===== config.mk =====
export PLATFORM = sky130hd
export DESIGN_NAME = scrolling_color_bar_generator_flat
export DESIGN_NICKNAME = d
export VERILOG_FILES = /design/src/design/scb_pkg.sv /design/src/design/scb_in_if.sv /design/src/design/scb_out_if.sv /design/src/design/scb_ctrl.sv /design/src/design/scb_dp.sv /design/src/design/scrolling_color_bar_generator.sv /design/src/flat_wrapper.sv
export SDC_FILE = /design/constraint.sdc
export NUM_CORES = 1
export LEC_CHECK = 0
export ABC_CLOCK_PERIOD_IN_PS = 4900
export BUFFER_PORTS_ARGS = -buffer_cell sky130_fd_sc_hd__buf_2
export CORE_AREA = 2 2 133 135
export CTS_BUF_LIST = sky130_fd_sc_hd__clkbuf_8 sky130_fd_sc_hd__clkbuf_16
export CTS_CLUSTER_SIZE = 40
export DETAILED_ROUTE_END_ITERATION = 16
export DIE_AREA = 0 0 135 137
export PLACE_DENSITY_LB_ADDON = 0.08
export SYNTH_ARGS = -nofsm -noshare
export SYNTH_HDL_FRONTEND = slang
export SYNTH_SLANG_ARGS = --single-unit

===== constraint.sdc =====
create_clock -name clk -period 4.9 [get_ports clk]
set_input_delay 0.98 -clock clk [delete_from_list [all_inputs] [get_ports clk]]
set_output_delay 0.98 -clock clk [all_outputs]
set_load 0.02 [all_outputs]

===== src/design/scb_pkg.sv =====
// Shared constants, types and the bar table of the scrolling color bar generator.
package scb_pkg;

  localparam int MAX_WIDTH  = 4096;
  localparam int MAX_HEIGHT = 4096;

  localparam int CFG_W   = 13;
  localparam int IDX_W   = 2;
  localparam int WORD_W  = 32;
  localparam int COL_W   = 11;
  localparam int ROW_W   = 12;
  localparam int PAIRS_W = 12;
  localparam int BAR_W   = 3;
  localparam int CNT_W   = 4;

  localparam int MOD_STEPS = COL_W;
  localparam int BAR_STEPS = BAR_W;

  localparam logic [IDX_W-1:0] REG_LINE_WIDTH   = 2'd0;
  localparam logic [IDX_W-1:0] REG_FRAME_HEIGHT = 2'd1;

  localparam logic [CFG_W-1:0] WIDTH_RESET  = 13'd640;
  localparam logic [CFG_W-1:0] HEIGHT_RESET = 13'd480;

  typedef struct packed {
    logic load;
    logic step_mod;
    logic save_a;
    logic sum;
    logic step_bar;
    logic emit;
  } scb_cmd_t;

  typedef struct packed {
    logic odd_width;
    logic out_free;
  } scb_sts_t;

  function automatic logic [WORD_W-1:0] bar_word(input logic [BAR_W-1:0] bar);
    logic [WORD_W-1:0] w;
    case (bar)
      3'd0:    w = {8'd128, 8'd235, 8'd128, 8'd235};
      3'd1:    w = {8'd138, 8'd219, 8'd16,  8'd219};
      3'd2:    w = {8'd16,  8'd188, 8'd154, 8'd188};
      3'd3:    w = {8'd26,  8'd173, 8'd42,  8'd173};
      3'd4:    w = {8'd230, 8'd78,  8'd214, 8'd78};
      3'd5:    w = {8'd240, 8'd63,  8'd102, 8'd63};
      3'd6:    w = {8'd118, 8'd32,  8'd240, 8'd32};
      default: w = {8'd128, 8'd16,  8'd128, 8'd16};
    endcase
    return w;
  endfunction

endpackage


===== src/design/scb_in_if.sv =====
// Input word channel: restart request.
interface scb_in_if;
  logic valid;
  logic ready;
  logic restart_frame;

  modport source (output valid, output restart_frame, input ready);
  modport sink (input valid, input restart_frame, output ready);
endinterface


===== src/design/scb_out_if.sv =====
// Output word channel: one YUYV pixel pair with line/frame markers.
interface scb_out_if;
  logic                      valid;
  logic                      ready;
  logic [scb_pkg::WORD_W-1:0] pixel_pair_word;
  logic                      line_last;
  logic                      frame_last;
  logic                      odd_width_error;

  modport source (output valid, output pixel_pair_word, output line_last,
                  output frame_last, output odd_width_error, input ready);
  modport sink (input valid, input pixel_pair_word, input line_last,
                input frame_last, input odd_width_error, output ready);
endinterface


===== src/design/scb_ctrl.sv =====
// Sequencer: steps the shared remainder/divide unit through one pixel pair.
module scb_ctrl (
  input  logic              clk,
  input  logic              rst_n,
  input  logic              in_valid,
  output logic              in_ready,
  input  scb_pkg::scb_sts_t sts,
  output scb_pkg::scb_cmd_t cmd
);

  localparam logic [2:0] S_IDLE  = 3'd0;
  localparam logic [2:0] S_MODA  = 3'd1;
  localparam logic [2:0] S_SAVEA = 3'd2;
  localparam logic [2:0] S_MODB  = 3'd3;
  localparam logic [2:0] S_SUM   = 3'd4;
  localparam logic [2:0] S_BAR   = 3'd5;
  localparam logic [2:0] S_DONE  = 3'd6;

  localparam logic [scb_pkg::CNT_W-1:0] MOD_LAST = scb_pkg::CNT_W'(scb_pkg::MOD_STEPS - 1);
  localparam logic [scb_pkg::CNT_W-1:0] BAR_LAST = scb_pkg::CNT_W'(scb_pkg::BAR_STEPS - 1);

  logic [2:0]                state_r, state_nxt;
  logic [scb_pkg::CNT_W-1:0] cnt_r, cnt_nxt;

  assign in_ready = (state_r == S_IDLE);

  always_comb begin
    state_nxt = state_r;
    cnt_nxt   = cnt_r;
    cmd       = '0;
    case (state_r)
      S_IDLE: begin
        if (in_valid) begin
          cmd.load  = 1'b1;
          cnt_nxt   = '0;
          state_nxt = sts.odd_width ? S_DONE : S_MODA;
        end
      end
      S_MODA: begin
        cmd.step_mod = 1'b1;
        cnt_nxt      = cnt_r + 1'b1;
        if (cnt_r == MOD_LAST) state_nxt = S_SAVEA;
      end
      S_SAVEA: begin
        cmd.save_a = 1'b1;
        cnt_nxt    = '0;
        state_nxt  = S_MODB;
      end
      S_MODB: begin
        cmd.step_mod = 1'b1;
        cnt_nxt      = cnt_r + 1'b1;
        if (cnt_r == MOD_LAST) state_nxt = S_SUM;
      end
      S_SUM: begin
        cmd.sum   = 1'b1;
        cnt_nxt   = '0;
        state_nxt = S_BAR;
      end
      S_BAR: begin
        cmd.step_bar = 1'b1;
        cnt_nxt      = cnt_r + 1'b1;
        if (cnt_r == BAR_LAST) state_nxt = S_DONE;
      end
      S_DONE: begin
        if (sts.out_free) begin
          cmd.emit  = 1'b1;
          state_nxt = S_IDLE;
        end
      end
      default: state_nxt = S_IDLE;
    endcase
  end

  always_ff @(posedge clk) begin
    if (!rst_n) begin
      state_r <= S_IDLE;
      cnt_r   <= '0;
    end else begin
      state_r <= state_nxt;
      cnt_r   <= cnt_nxt;
    end
  end

endmodule


===== src/design/scb_dp.sv =====
// Datapath: config, raster position, scroll, remainder/divide step unit, output register.
module scb_dp (
  input  logic                          clk,
  input  logic                          rst_n,
  input  logic                          cfg_we,
  input  logic [scb_pkg::IDX_W-1:0]     cfg_index,
  input  logic [scb_pkg::CFG_W-1:0]     cfg_data,
  input  logic                          in_restart_frame,
  input  scb_pkg::scb_cmd_t             cmd,
  output scb_pkg::scb_sts_t             sts,
  output logic                          out_valid,
  input  logic                          out_ready,
  output logic [scb_pkg::WORD_W-1:0]    out_pixel_pair_word,
  output logic                          out_line_last,
  output logic                          out_frame_last,
  output logic                          out_odd_width_error
);

  localparam logic [scb_pkg::CFG_W-1:0] WIDTH_CAP  = scb_pkg::CFG_W'(scb_pkg::MAX_WIDTH);
  localparam logic [scb_pkg::CFG_W-1:0] HEIGHT_CAP = scb_pkg::CFG_W'(scb_pkg::MAX_HEIGHT);

  logic [scb_pkg::CFG_W-1:0]   width_r, height_r;
  logic [scb_pkg::COL_W-1:0]   col_r, so_r, so_lat_r, dvd_r, a_r, rem_r;
  logic [scb_pkg::ROW_W-1:0]   row_r;
  logic [scb_pkg::PAIRS_W-1:0] pairs_r;
  logic [scb_pkg::BAR_W-1:0]   quot_r;
  logic                        eol_r, eof_r, err_r;
  logic                        out_valid_r, line_last_r, frame_last_r, odd_err_r;
  logic [scb_pkg::WORD_W-1:0]  word_r;

  logic                        odd;
  logic [scb_pkg::CFG_W-1:0]   width_sat, height_sat, height_m1;
  logic [scb_pkg::PAIRS_W-1:0] pairs, pairs_m1, so_inc, trial, sum_raw;
  logic [scb_pkg::COL_W-1:0]   col_cur, so_cur, so_next, rem_step, sum_red;
  logic [scb_pkg::ROW_W-1:0]   row_cur;
  logic                        eol, eof, step_bit, ge;

  assign odd        = (width_r == '0) || width_r[0];
  assign width_sat  = (width_r > WIDTH_CAP) ? WIDTH_CAP : width_r;
  assign pairs      = width_sat[scb_pkg::CFG_W-1:1];
  assign pairs_m1   = pairs - 1'b1;
  assign height_sat = (height_r == '0) ? scb_pkg::CFG_W'(1) :
                      ((height_r > HEIGHT_CAP) ? HEIGHT_CAP : height_r);
  assign height_m1  = height_sat - 1'b1;

  assign col_cur = in_restart_frame ? '0 : col_r;
  assign row_cur = in_restart_frame ? '0 : row_r;
  assign so_cur  = in_restart_frame ? '0 : so_r;

  assign eol     = {1'b0, col_cur} >= pairs_m1;
  assign eof     = eol && (row_cur >= height_m1[scb_pkg::ROW_W-1:0]);
  assign so_inc  = {1'b0, so_cur} + 1'b1;
  assign so_next = (so_inc >= pairs) ? '0 : so_inc[scb_pkg::COL_W-1:0];

  // one restoring step: remainder shifted left with the next dividend bit
  assign step_bit = cmd.step_mod & dvd_r[scb_pkg::COL_W-1];
  assign trial    = {rem_r, step_bit};
  assign ge       = trial >= pairs_r;
  assign rem_step = ge ? scb_pkg::COL_W'(trial - pairs_r) : trial[scb_pkg::COL_W-1:0];

  assign sum_raw  = {1'b0, a_r} + {1'b0, rem_r};
  assign sum_red  = (sum_raw >= pairs_r) ? scb_pkg::COL_W'(sum_raw - pairs_r)
                                         : sum_raw[scb_pkg::COL_W-1:0];

  assign sts.odd_width = odd;
  assign sts.out_free  = !out_valid_r || out_ready;

  always_ff @(posedge clk) begin
    if (!rst_n) begin
      width_r  <= scb_pkg::WIDTH_RESET;
      height_r <= scb_pkg::HEIGHT_RESET;
    end else if (cfg_we) begin
      case (cfg_index)
        scb_pkg::REG_LINE_WIDTH:   width_r  <= cfg_data;
        scb_pkg::REG_FRAME_HEIGHT: height_r <= cfg_data;
        default: ;
      endcase
    end
  end

  always_ff @(posedge clk) begin
    if (!rst_n) begin
      col_r <= '0;
      row_r <= '0;
      so_r  <= '0;
    end else if (cmd.load) begin
      if (odd) begin
        col_r <= col_cur;
        row_r <= row_cur;
        so_r  <= so_cur;
      end else begin
        col_r <= eol ? '0 : col_cur + 1'b1;
        row_r <= eol ? (eof ? '0 : row_cur + 1'b1) : row_cur;
        so_r  <= eof ? so_next : so_cur;
      end
    end
  end

  always_ff @(posedge clk) begin
    if (cmd.load) begin
      pairs_r  <= pairs;
      eol_r    <= eol;
      eof_r    <= eof;
      err_r    <= odd;
      dvd_r    <= col_cur;
      so_lat_r <= so_cur;
      rem_r    <= '0;
    end else if (cmd.step_mod) begin
      rem_r <= rem_step;
      dvd_r <= {dvd_r[scb_pkg::COL_W-2:0], 1'b0};
    end else if (cmd.save_a) begin
      a_r   <= rem_r;
      dvd_r <= so_lat_r;
      rem_r <= '0;
    end else if (cmd.sum) begin
      rem_r  <= sum_red;
      quot_r <= '0;
    end else if (cmd.step_bar) begin
      rem_r  <= rem_step;
      quot_r <= {quot_r[scb_pkg::BAR_W-2:0], ge};
    end
  end

  always_ff @(posedge clk) begin
    if (!rst_n) begin
      out_valid_r <= 1'b0;
    end else if (cmd.emit) begin
      out_valid_r <= 1'b1;
    end else if (out_ready) begin
      out_valid_r <= 1'b0;
    end
  end

  always_ff @(posedge clk) begin
    if (cmd.emit) begin
      word_r       <= err_r ? '0 : scb_pkg::bar_word(quot_r);
      line_last_r  <= eol_r && !err_r;
      frame_last_r <= eof_r && !err_r;
      odd_err_r    <= err_r;
    end
  end

  assign out_valid           = out_valid_r;
  assign out_pixel_pair_word = word_r;
  assign out_line_last       = line_last_r;
  assign out_frame_last      = frame_last_r;
  assign out_odd_width_error = odd_err_r;

endmodule


===== src/design/scrolling_color_bar_generator.sv =====
// Top level of the scrolling color bar generator.
// Each word taken on in_word produces one YUYV pixel pair word on out_word,
// in raster order: pairs of a line, lines of a frame. The bars move by one
// pair per frame. restart_frame = 1 makes that word the first pair of a frame
// with zero scroll.
// Configuration: cfg_we with cfg_index 0 (line width in pixels) or 1 (frame
// height in lines), data on cfg_data; write only while no word is in flight.
// Operation: a word is computed by one shared restoring remainder/divide unit,
// one bit per cycle: 11 steps for the column remainder, one save, 11 for the
// scroll remainder, one add, 3 quotient steps for the bar index. The result is
// registered as the sequencer leaves its last step, and in_ready rises with it;
// no new word is taken before the last one is finished. With an odd or zero
// width the sequencer skips the steps and registers the error word in its last
// step.
// The output register lets a new word be accepted while the last result waits;
// a stalled receiver holds the finished word and the sequencer waits in its
// last step until the register frees.
// Reset (rst_n low, synchronous) restores 640x480, clears position and scroll
// and empties the output register.
module scrolling_color_bar_generator (
  input  logic                      clk,
  input  logic                      rst_n,
  input  logic                      cfg_we,
  input  logic [scb_pkg::IDX_W-1:0] cfg_index,
  input  logic [scb_pkg::CFG_W-1:0] cfg_data,
  scb_in_if.sink                    in_word,
  scb_out_if.source                 out_word
);

  scb_pkg::scb_cmd_t cmd;
  scb_pkg::scb_sts_t sts;
  logic              in_ready;

  assign in_word.ready = in_ready;

  scb_ctrl u_ctrl (
    .clk      (clk),
    .rst_n    (rst_n),
    .in_valid (in_word.valid),
    .in_ready (in_ready),
    .sts      (sts),
    .cmd      (cmd)
  );

  scb_dp u_dp (
    .clk                 (clk),
    .rst_n               (rst_n),
    .cfg_we              (cfg_we),
    .cfg_index           (cfg_index),
    .cfg_data            (cfg_data),
    .in_restart_frame    (in_word.restart_frame),
    .cmd                 (cmd),
    .sts                 (sts),
    .out_valid           (out_word.valid),
    .out_ready           (out_word.ready),
    .out_pixel_pair_word (out_word.pixel_pair_word),
    .out_line_last       (out_word.line_last),
    .out_frame_last      (out_word.frame_last),
    .out_odd_width_error (out_word.odd_width_error)
  );

endmodule


===== src/flat_wrapper.sv =====
// flat-port wrapper written by rule: the top's interface ports become plain ports
module scrolling_color_bar_generator_flat 
  (clk, rst_n, cfg_we, cfg_index, cfg_data, in_word_valid, in_word_restart_frame, in_word_ready, out_word_valid, out_word_pixel_pair_word, out_word_line_last, out_word_frame_last, out_word_odd_width_error, out_word_ready);
  scb_in_if in_word_i ();
  scb_out_if out_word_i ();
  input  logic clk;
  input  logic rst_n;
  input  logic cfg_we;
  input  logic [scb_pkg::IDX_W-1:0] cfg_index;
  input  logic [scb_pkg::CFG_W-1:0] cfg_data;
  input wire logic [$bits(in_word_i.valid)-1:0] in_word_valid;
  input wire logic [$bits(in_word_i.restart_frame)-1:0] in_word_restart_frame;
  output wire logic [$bits(in_word_i.ready)-1:0] in_word_ready;
  output wire logic [$bits(out_word_i.valid)-1:0] out_word_valid;
  output wire logic [$bits(out_word_i.pixel_pair_word)-1:0] out_word_pixel_pair_word;
  output wire logic [$bits(out_word_i.line_last)-1:0] out_word_line_last;
  output wire logic [$bits(out_word_i.frame_last)-1:0] out_word_frame_last;
  output wire logic [$bits(out_word_i.odd_width_error)-1:0] out_word_odd_width_error;
  input wire logic [$bits(out_word_i.ready)-1:0] out_word_ready;
  assign in_word_i.valid = in_word_valid;
  assign in_word_i.restart_frame = in_word_restart_frame;
  assign in_word_ready = in_word_i.ready;
  assign out_word_valid = out_word_i.valid;
  assign out_word_pixel_pair_word = out_word_i.pixel_pair_word;
  assign out_word_line_last = out_word_i.line_last;
  assign out_word_frame_last = out_word_i.frame_last;
  assign out_word_odd_width_error = out_word_i.odd_width_error;
  assign out_word_i.ready = out_word_ready;
  scrolling_color_bar_generator u_core (.clk(clk), .rst_n(rst_n), .cfg_we(cfg_we), .cfg_index(cfg_index), .cfg_data(cfg_data), .in_word(in_word_i), .out_word(out_word_i));
endmodule

## Word-level counts from Yosys, hierarchy flattened

Cells that the tools add are included.

| word-level totals | value |
|---|---|
| flip-flop bits (word level) | 165 |
| output and inout port bits | 37 |
| word-level logic and storage cells | 131 |

| cells by class | value |
|---|---|
| add/sub/neg operators | 9 |
| order comparisons | 7 |
| eq/ne operators | 20 |
| muxes and demuxes | 44 |
| bitwise operators | 4 |
| reductions and logical operators | 26 |

Operators by type and width:

| cell | number |
|---|---|
| one-hot mux 32 bit (7 select lines) | 1 |
| two-way mux 11 bit | 16 |
| two-way mux 12 bit | 6 |
| greater-or-equal comparator 12 bit | 4 |
| > comparator 13 bit, second input constant | 2 |
| logical NOT 13 bit | 2 |
| subtractor 12 x 1 -> 12 bit, second input constant | 2 |
| subtractor 11 bit | 2 |
| two-way mux 3 bit | 7 |
| one-hot mux 3 bit (7 select lines) | 1 |
| equality test 3 bit, second input constant | 6 |
| two-way mux 13 bit | 1 |
| adder 11 x 1 -> 12 bit, second input constant | 1 |
| adder 11 x 11 -> 12 bit | 1 |
| adder 12 x 1 -> 12 bit, second input constant | 1 |
| equality test 3 x 2 -> 1 bit, second input constant | 4 |
| greater-or-equal comparator 11 x 12 -> 1 bit | 1 |
| one-hot mux 4 bit (3 select lines) | 1 |
| adder 11 x 1 -> 11 bit, second input constant | 1 |
| two-way mux 1 bit | 10 |
| != test 2 bit, second input constant | 4 |
| equality test 3 x 1 -> 1 bit, second input constant | 2 |
| logical NOT 3 bit | 2 |
| AND reduction 2 bit | 3 |
| 20 further kinds | 29 |

## Logic depth before layout (Yosys ltp)

Gate-level depths: netlist of the first run.

| depth | value |
|---|---|
| depth after elaboration | 10 |
| gate-level depth with buffers | 20 |

## By module

Synthesis of the first run repeated with hierarchy kept, for this count alone.

| unflattened totals | value |
|---|---|
| cells, all modules | 1141 |
| area, all modules | 10093.4 um^2 |

Modules (own cells, without submodules):

| module | times used | cells an instance | area each (um^2) | seq. area each (um^2) |
|---|---|---|---|---|
| scb_dp | 1 | 1080 | 9611.7 | 3633.5 |
| scb_ctrl | 1 | 61 | 481.7 | 140.1 |

## Least setup slack after synthesis of the first run

Ideal clock, no wire load.

| timing path | value |
|---|---|
| path kind | in2reg |
| start | in in_word_restart_frame |
| end | reg u_core.u_dp.so_r[1] (netlist name) |
| arrival | 4.465 ns |
| required time | 4.839 ns |
| setup slack | 0.374 ns |
| stages on the path | 18 |
| buffers on the path | 3 |
| cell sequence | clkbuf_1 clkbuf_1 clkbuf_1 nor2b_1 ha_1 and3_1 nand3_1 nor2_1 xor2_1 ha_1 a21o_1 a21o_1 a221oi_1 inv_1 a31oi_2 and3_1 and2_1 a32o_1 |

| between the ends | value |
|---|---|
| cells in the longest elaborated chain, start to end | 6 |
| elaborated cells between the ends (all ways) | 11 |

Ends and longest elaborated chain:

| what | line | source |
|---|---|---|
| start, declared | flat_wrapper.sv:12 | `input wire logic [$bits(in_word_i.restart_frame)-1:0] in_word_restart_frame;` |
| two-way mux 11 bit (*) | scb_dp.sv:48 | `assign so_cur = in_restart_frame ? '0 : so_r;` |
| named net u_core.u_dp.so_cur (one bit) | scb_dp.sv:34 | `logic [scb_pkg::COL_W-1:0] col_cur, so_cur, so_next, rem_step, sum_red;` |
| adder 11 x 1 -> 12 bit (*) | scb_dp.sv:52 | `assign so_inc = {1'b0, so_cur} + 1'b1;` |
| greater-or-equal comparator 12 bit | scb_dp.sv:53 | `assign so_next = (so_inc >= pairs) ? '0 : so_inc[scb_pkg::COL_W-1:0];` |
| two-way mux 11 bit (*) | scb_dp.sv:53 |  |
| two-way mux 11 bit (*) | scb_dp.sv:94 | `so_r <= eof ? so_next : so_cur;` |
| two-way mux 11 bit (*) | scb_dp.sv:87 | `if (odd) begin` |
| end signal, assigned | scb_dp.sv:90 | `so_r <= so_cur;` |
| end signal, assigned | scb_dp.sv:94 |  |
| end, declared | scb_dp.sv:23 | `logic [scb_pkg::COL_W-1:0] col_r, so_r, so_lat_r, dvd_r, a_r, rem_r;` |

Mark *: on every way through the listed nets, which the timed path passes. The rest lies on a longest branch.
A chain may end at the register's enable or synchronous reset.

## Final worst setup path of the first run

| timing path | value |
|---|---|
| start | reg u_core.u_dp.width_r[3] (netlist name) |
| end | reg u_core.u_dp.row_r[5] (netlist name) |

| between the ends | value |
|---|---|
| cells in the longest elaborated chain, start to end | 8 |
| elaborated cells between the ends (all ways) | 10 |

Ends and longest elaborated chain:

| what | line | source |
|---|---|---|
| start, declared | scb_dp.sv:22 | `logic [scb_pkg::CFG_W-1:0] width_r, height_r;` |
| start signal, assigned | scb_dp.sv:70 | `width_r <= scb_pkg::WIDTH_RESET;` |
| start signal, assigned | scb_dp.sv:74 | `scb_pkg::REG_LINE_WIDTH: width_r <= cfg_data;` |
| > comparator 13 bit | scb_dp.sv:39 | `assign width_sat = (width_r > WIDTH_CAP) ? WIDTH_CAP : width_r;` |
| two-way mux 13 bit | scb_dp.sv:39 |  |
| subtractor 12 x 1 -> 12 bit | scb_dp.sv:41 | `assign pairs_m1 = pairs - 1'b1;` |
| greater-or-equal comparator 11 x 12 -> 1 bit | scb_dp.sv:50 | `assign eol = {1'b0, col_cur} >= pairs_m1;` |
| logical AND 1 bit | scb_dp.sv:51 | `assign eof = eol && (row_cur >= height_m1[scb_pkg::ROW_W-1:0]);` |
| two-way mux 12 bit (2 in series) | scb_dp.sv:93 | `row_r <= eol ? (eof ? '0 : row_cur + 1'b1) : row_cur;` |
| two-way mux 12 bit (*) | scb_dp.sv:87 |  |
| end signal, assigned | scb_dp.sv:89 | `row_r <= row_cur;` |
| end signal, assigned | scb_dp.sv:93 |  |
| end, declared | scb_dp.sv:24 | `logic [scb_pkg::ROW_W-1:0] row_r;` |

Every way passes the cells marked *; elsewhere a longest branch is shown, timed or not.

==> results of run 1 <==
per-stage QoR:
step	instance area, µm²	worst slack [ns]	utilization [%]
final	11000	0.408	64.5
after global routing	11000	0.0163	64.5
after CTS	11000	0.350	64.3
after detailed placement	10400	0.384	60.9
after global placement	10400	0.459	60.9
after floorplan	10000	0.374	-
timing repair:
item                                    in CTS  in global routing
buffers inserted                             0                  2
endpoints found under the setup margin       0                  3
gates resized for setup                      0                  3
endpoints found under the hold margin        0                  0
placed cells by master, fill, tap and decap left out, types with 5 or more instances in the layout:
cell type / n
a211oi_1: 7
a21o_1: 13
a21oi_1: 74
a31oi_1: 11
a32o_1: 5
a32oi_1: 5
and2_1: 7
and3_1: 9
and4_1: 7
buf_2: 55
buf_4: 20
clkbuf_16: 17
dfxtp_1: 79
edfxtp_1: 73
ha_1: 80
inv_1: 46
inv_6: 7
mux2i_1: 31
nand2_1: 128
nand2b_1: 16
nand3_1: 39
nand3b_1: 7
nand4_1: 19
nor2_1: 74
nor2b_1: 50
nor3_1: 30
nor3b_1: 8
o21a_1: 12
o21ai_0: 54
o21ai_1: 7
o22a_1: 6
or3_1: 15
xnor2_1: 36
xor2_1: 16
state kept, by name (all words and copies together) (netlist names), 3 cells and up:
| name | flops |
|---|---|
| u_core.u_dp.so_lat_r | 11 |
| u_core.u_dp.width_r | 13 |
| u_core.u_dp.so_r | 11 |
| u_core.u_ctrl.cnt_r | 4 |
| u_core.u_dp.height_r | 13 |
| u_core.u_dp.out_pixel_pair_word | 19 |
| u_core.u_dp.rem_r | 11 |
| u_core.u_ctrl.state_r | 3 |
| u_core.u_dp.pairs_r | 12 |
| u_core.u_dp.a_r | 11 |
| u_core.u_dp.quot_r | 3 |
| u_core.u_dp.dvd_r | 11 |
| u_core.u_dp.row_r | 12 |
| u_core.u_dp.col_r | 11 |
metal layers:
metal | track usage (%) | part of all wire (%) | routed length, µm
met1 | 32.3 | 44 | 10300
met2 | 43.5 | 48 | 11300
met4 | 11.1 | 3.0 | 704
met5 | 0 | 0 | 0
met3 | 4.44 | 4.3 | 1010
cells by family (layout without fill, tap and decap cells):
group	Yosys count	in the layout	share of synthesized area, %
muxes	31	31	3.09
and+or+nand+nor	430	430	21.7
AOI/OAI and AO/OA	251	251	16.9
DFF	152	152	37.6
xor gates and xnor gates	52	52	4.54
buffers and inverters	118	156	5.40
adders and majority gates	84	84	10.7
other	1	2	0.0374
cell type report:
cell class | instances | area [µm²]
fillers | 1439 | 6060
multi-input cells | 850 | 5750
flip-flops and latches | 152 | 3770
clock buffers | 17 | 425
repair buffers | 75 | 425
well taps | 225 | 282
inverters | 49 | 186
clock inverters | 15 | 154
how the worst max path moves through the flow:
stage	from	to	slack, ns	cells past startpoint
floorplan	in_word_restart_frame	u_core.u_dp.so_r[1]$_SDFFE_PN0P_	0.37	18
global placement	u_core.u_dp.height_r[2]$_SDFFE_PN0P_	u_core.u_dp.row_r[9]$_SDFFE_PN0P_	0.46	18
detailed placement	u_core.u_dp.width_r[3]$_SDFFE_PN0P_	u_core.u_dp.row_r[5]$_SDFFE_PN0P_	0.38	18
CTS	u_core.u_dp.height_r[2]$_SDFFE_PN0P_	u_core.u_dp.row_r[9]$_SDFFE_PN0P_	0.35	18
global route	u_core.u_dp.height_r[2]$_SDFFE_PN0P_	u_core.u_dp.row_r[9]$_SDFFE_PN0P_	0.02	18
finish	u_core.u_dp.width_r[3]$_SDFFE_PN0P_	u_core.u_dp.row_r[5]$_SDFFE_PN0P_	0.41	18
critical path, cell delays in order (launching register included):
cell and delay, ns:
dfxtp_1 0.35, or3_1 0.43, nor3_1 0.32, nand2_1 0.20, o41ai_4 0.30, nand2_1 0.15
ha_1 0.26, inv_1 0.11, o311ai_0 0.12, o21ai_0 0.11, a31oi_1 0.07, ha_1 0.32
nand4_1 0.08, o31a_1 0.35, nor3_4 0.34, buf_4 0.21, nand4_1 0.11, and4_1 0.24
a311o_1 0.30
power by group:
group | total [mW] | switching, mW | leakage [nW] | internal [mW]
logic | 1.76 | 0.977 | 2.90 | 0.787
registers | 1.54 | 0.0988 | 1.34 | 1.44
clock network | 1.30 | 0.581 | 0.284 | 0.721
total | 4.61 | 1.66 | 4.52 | 2.95
==> run metrics, run 1 <==
worst reg-to-reg path cell count=18; RSZ-0062 raised after global routing=false; ys async rst share=0%; worst rel slew slack=a little over 30%; min-delay src=u_core.u_dp.so_r[4]$_SDFFE_PN0P_; Avg Cell Area, Syn=about 9.0 µm²; DRC marker count from the first detailed-route iteration=501; Die Y=roughly 140 µm; largest net degree at the start of global routing=57; Synth top cells by count=nand2_1 (129), ha_1 (80), dfxtp_1 (79); Slew @ Worst Pin=1.03 ns; nets@finish=between 1000 and 1500; area of the mapped netlist=between 10000 and 15000 µm²; Placement Rows=between 40 and 50; die width=135 µm; hold path cells=1; DRC Markers=0; Static Leak=4.52 nW; Hold WS=around 0.47 ns; Yosys warnings=0; Yosys top cell area share=about 22%; vias in the first global route=7454; largest cells by area after synthesis=edfxtp_1 (22%), dfxtp_1 (16%), ha_1 (10%); crit path time final=4.49 ns; Worst-Skew Late Latency=approximately 0.43 ns; Final Hold Vio Count=0; hold crit path type=reg2reg; cell accounting for the most synthesized area=edfxtp_1; Die ar.=approximately 18000 µm²; # port buffers=55; CP Max Fanout=8; Slew Limit Fails=0; CTS clk-pin slew, worst paths=~0.060 ns; Detailed Route WL=23300 µm; area delta synth->final=9.56%; layout cells sized above 1=between 10% and 20%; CP Launch Type=flop; initial core utilization=approximately three fifths; non-filler instance count after layout=between 1000 and 1500; # hold bufs at CTS=0; synth unique cells=85; status=finished clean; setup violators final=0; Core Area=about 17000 µm²; vias per cell=between 5 and 6; synthesized instance count=roughly 1100; first-pass GRT wire length=roughly 37000 µm; Clock Root Buffer=clkbuf_16; total of max-cap violations=0; Worst EP required=around 5.2 ns; total CTS buffers=17; sequential element share of the synthesized area=between 30% and 40%; final worst path period share=between 90% and 100%; R2R Path Start=u_core.u_dp.width_r[3]$_SDFFE_PN0P_; Setup TNS Final=0 ns; Final Power=between 4 and 5 mW; RR Endpoint=u_core.u_dp.row_r[5]$_SDFFE_PN0P_; HPWL after DPL=17100 µm; crit path kind=reg2reg; DRT Pass-1 Iters=5; via count=approximately 8100; Hold Path Sink=u_core.u_dp.so_r[4]$_SDFFE_PN0P_; EDFF count, synth=73; gpl congestion=around 0.9; Worst EP arrival=between 4 and 5 ns; CTS H-tree lvls=4; skew final=0.00816 ns; r2r setup slk=just over 0.4 ns; boundary pin count=between 50 and 60; Crit. End Element=flop; ys flop type=dfxtp_1; FF+latch count, synth=152; Power Density=around 420 nW/µm²; CTS tree=built; total congestion overflow=0; Max Root-Sink Buffers=2; Max Fclk=roughly 0.22 GHz; placed cell count=about 1300; Worst VDD drop=about 0.24 mV; clk sinks=around 150; Avg WL per Cell=approximately 17 µm; ANT nets after route=0; most common cell in the synthesized netlist=nand2_1; # diodes=0; initial antenna violation count=0; GRT Util Overall=between 20% and 30%
No activity file was read; power rests on OpenSTA's default activity.
==> run 2: changes to the inputs <==
--- a/config.mk
+++ b/config.mk
@@ -7,11 +7,11 @@
 export LEC_CHECK = 0
 export ABC_CLOCK_PERIOD_IN_PS = 4900
 export BUFFER_PORTS_ARGS = -buffer_cell sky130_fd_sc_hd__buf_2
-export CORE_AREA = 2 2 133 135
+export CORE_AREA = 2 2 153 118
 export CTS_BUF_LIST = sky130_fd_sc_hd__clkbuf_8 sky130_fd_sc_hd__clkbuf_16
 export CTS_CLUSTER_SIZE = 40
 export DETAILED_ROUTE_END_ITERATION = 16
-export DIE_AREA = 0 0 135 137
+export DIE_AREA = 0 0 155 120
 export PLACE_DENSITY_LB_ADDON = 0.08
 export SYNTH_ARGS = -nofsm -noshare
 export SYNTH_HDL_FRONTEND = slang
==> run 2 against run 1 <==
Effect of this change:
- non-clock buffer count is 1 higher
- clock power hardly changed
- core utilization is 0.14 points lower
- sequential share of layout area is 0.18 points lower
- die area is 0.57% higher
- combinational power is 3% higher
- worst hold slack worse by 0.0032 ns
- fmax is 0.97% lower
==> run metrics, run 2 (synthesis results as in run 1) <==
min-delay src=u_core.u_dp.so_r[10]$_SDFFE_PN0P_; Hold WS=roughly 0.47 ns; initial antenna violation count=0; vias in the first global route=about 7500; Cell Area, Placed=roughly 10000 µm²; Static Leak=between 4 and 5 nW; total area of multi-input combinational cells=approximately 5800 µm²; # port buffers=55; vias per cell=~6.0; GRT Util Overall=between 20% and 30%; CTS clk-pin slew, worst paths=~0.070 ns; DRT Pass-1 Iters=5; fin area=11100 µm²; CP Launch Type=flop; Crit. End Element=flop; clk sinks=around 150; Hold Path Sink=u_core.u_dp.so_r[10]$_SDFFE_PN0P_; DRC marker count from the first detailed-route iteration=about 660; worst rel slew slack=roughly 28%; Register Area=around 3800 µm²; Power Density=about 420 nW/µm²; Worst EP required=around 5.3 ns; Final Hold Vio Count=0; Avg WL per Cell=17.6 µm; # diodes=0; setup violators final=0; hold path cells=1; Die Y=between 100 and 150 µm; area delta synth->final=10.1%; Placement Rows=42; Clock Root Buffer=clkbuf_16; CP Max Fanout=11; Core Area=approximately 17000 µm²; max incr delay on CP=between 0.4 and 0.5 ns; final worst path period share=between 90 and 100%; die width=between 150 and 200 µm; RR Endpoint=u_core.u_dp.row_r[9]$_SDFFE_PN0P_; initial core utilization=58.4%; gpl congestion=between 0.8 and 0.9; Max Fclk=0.220 GHz; Fillers=about 1400; skew final=roughly 0.013 ns; CTS H-tree lvls=4; # hold bufs at CTS=0; nets@finish=between 1000 and 1500; first-pass GRT wire length=slightly below 40000 µm; Detailed Route WL=between 20000 and 25000 µm; CP cell instances=or3_1 -> nor3_4 -> nand2_1 -> o41ai_4 -> nand2_1 -> ha_1 -> inv_1 -> a21oi_1 -> o21ai_0 -> xnor2_1 -> ha_1 -> a22oi_1 -> nand2_1 -> a31oi_1 -> o31a_1 -> nor3_4 -> buf_12 -> and2_2 -> or4_1 -> a31oi_1; boundary pin count=between 50 and 60; critical path's most frequent cell=nand2_1; Worst EP arrival=slightly below 5 ns; leading cell type in the layout, fill and taps excluded=nand2_1; total congestion overflow=0; worst reg-to-reg path cell count=20; most frequent cells in the layout=nand2_1 (128), ha_1 (79), dfxtp_1 (79); status=finished clean; layout cells sized above 1=roughly an eighth; Final Power=between 4 and 5 mW; Worst-Skew Late Latency=between 0.4 and 0.5 ns; Worst VDD drop=approximately 0.23 mV; HPWL after DPL=~18000 µm; Slew Limit Fails=0; crit path kind=reg2reg; total of max-cap violations=0; highest-delay cell along the critical path=or4_1; Max Root-Sink Buffers=2; number of flip-flops in the largest register=19; CTS tree=built; ANT nets after route=0; DRC Markers=0; hold crit path type=reg2reg; r2r setup slk=0.36 ns; via count=slightly above 8000; R2R Path Start=u_core.u_dp.width_r[4]$_SDFFE_PN0P_; total CTS buffers=17; Die ar.=between 15000 and 20000 µm²; Slew @ Worst Pin=roughly 1.1 ns; crit path time final=between 4 and 5 ns; largest net degree at the start of global routing=57
[run 2: layout make-up]
cell class,instances,share of cell area (%)
multi-input cells,850,52.2
flip-flops and latches,152,34.1
repair buffers,76,4.03
clock buffers,17,3.85
well taps,220,2.49
inverters,49,1.69
clock inverters,15,1.66
[run 2: through the flow]
step / utilization (%) / worst slack, ns / setup TNS (ns) / instances
finish: 64.4 / 0.364 / 0 / 1379
detailed placement: 60.4 / 0.198 / 0 / 1343
global placement: 60.4 / 0.285 / 0 / 1343
global route: 64.4 / -0.0166 / -0.0166 / 1379
CTS: 63.9 / 0.169 / 0 / 1375
floorplan: - / 0.374 / 0 / 1120
[run 2: critical path: cells and delay by family (launching register included)]
kind                       cells  cell delay [ns]
AOI/OAI and AO/OA              7             1.40
xor gates and xnor gates       1             0.10
adders and majority gates      2             0.46
buffers and inverters          2             0.26
DFF                            1             0.37
and+or+nand+nor                8             1.84
[run 2: what timing repair did]
action / CTS / global route
endpoints found under the hold margin: 0 / 0
gates resized for setup: 0 / 7
setup buffers: 0 / 4
setup endpoints to repair: 0 / 21
[run 2: worst max-delay path by stage]
stage	from	to	slack, ns
after global placement	u_core.u_dp.width_r[3]$_SDFFE_PN0P_	u_core.u_dp.row_r[7]$_SDFFE_PN0P_	0.28
after detailed placement	u_core.u_dp.width_r[3]$_SDFFE_PN0P_	u_core.u_dp.row_r[7]$_SDFFE_PN0P_	0.20
final	u_core.u_dp.width_r[4]$_SDFFE_PN0P_	u_core.u_dp.row_r[9]$_SDFFE_PN0P_	0.36
after CTS	u_core.u_dp.width_r[3]$_SDFFE_PN0P_	u_core.u_dp.row_r[7]$_SDFFE_PN0P_	0.17
after floorplan	in_word_restart_frame	u_core.u_dp.so_r[1]$_SDFFE_PN0P_	0.37
after global routing	u_core.u_dp.width_r[3]$_SDFFE_PN0P_	u_core.u_dp.row_r[9]$_SDFFE_PN0P_	-0.02
[run 2: routing by layer]
metal / vias to the layer above / GRT usage, % / part of all wire (%)
li1: 4091 / - / -
met1: 3911 / 41.2 / 49
met2: 251 / 39.0 / 43
met3: 19 / 4.91 / 7.2
met4: 0 / 5.79 / 0.82
met5: - / 0 / 0
[run 2: power breakdown]
group	internal [mW]	switching [mW]
Combinational	0.800	1.01
Clock	0.690	0.625
Sequential	1.44	0.0935
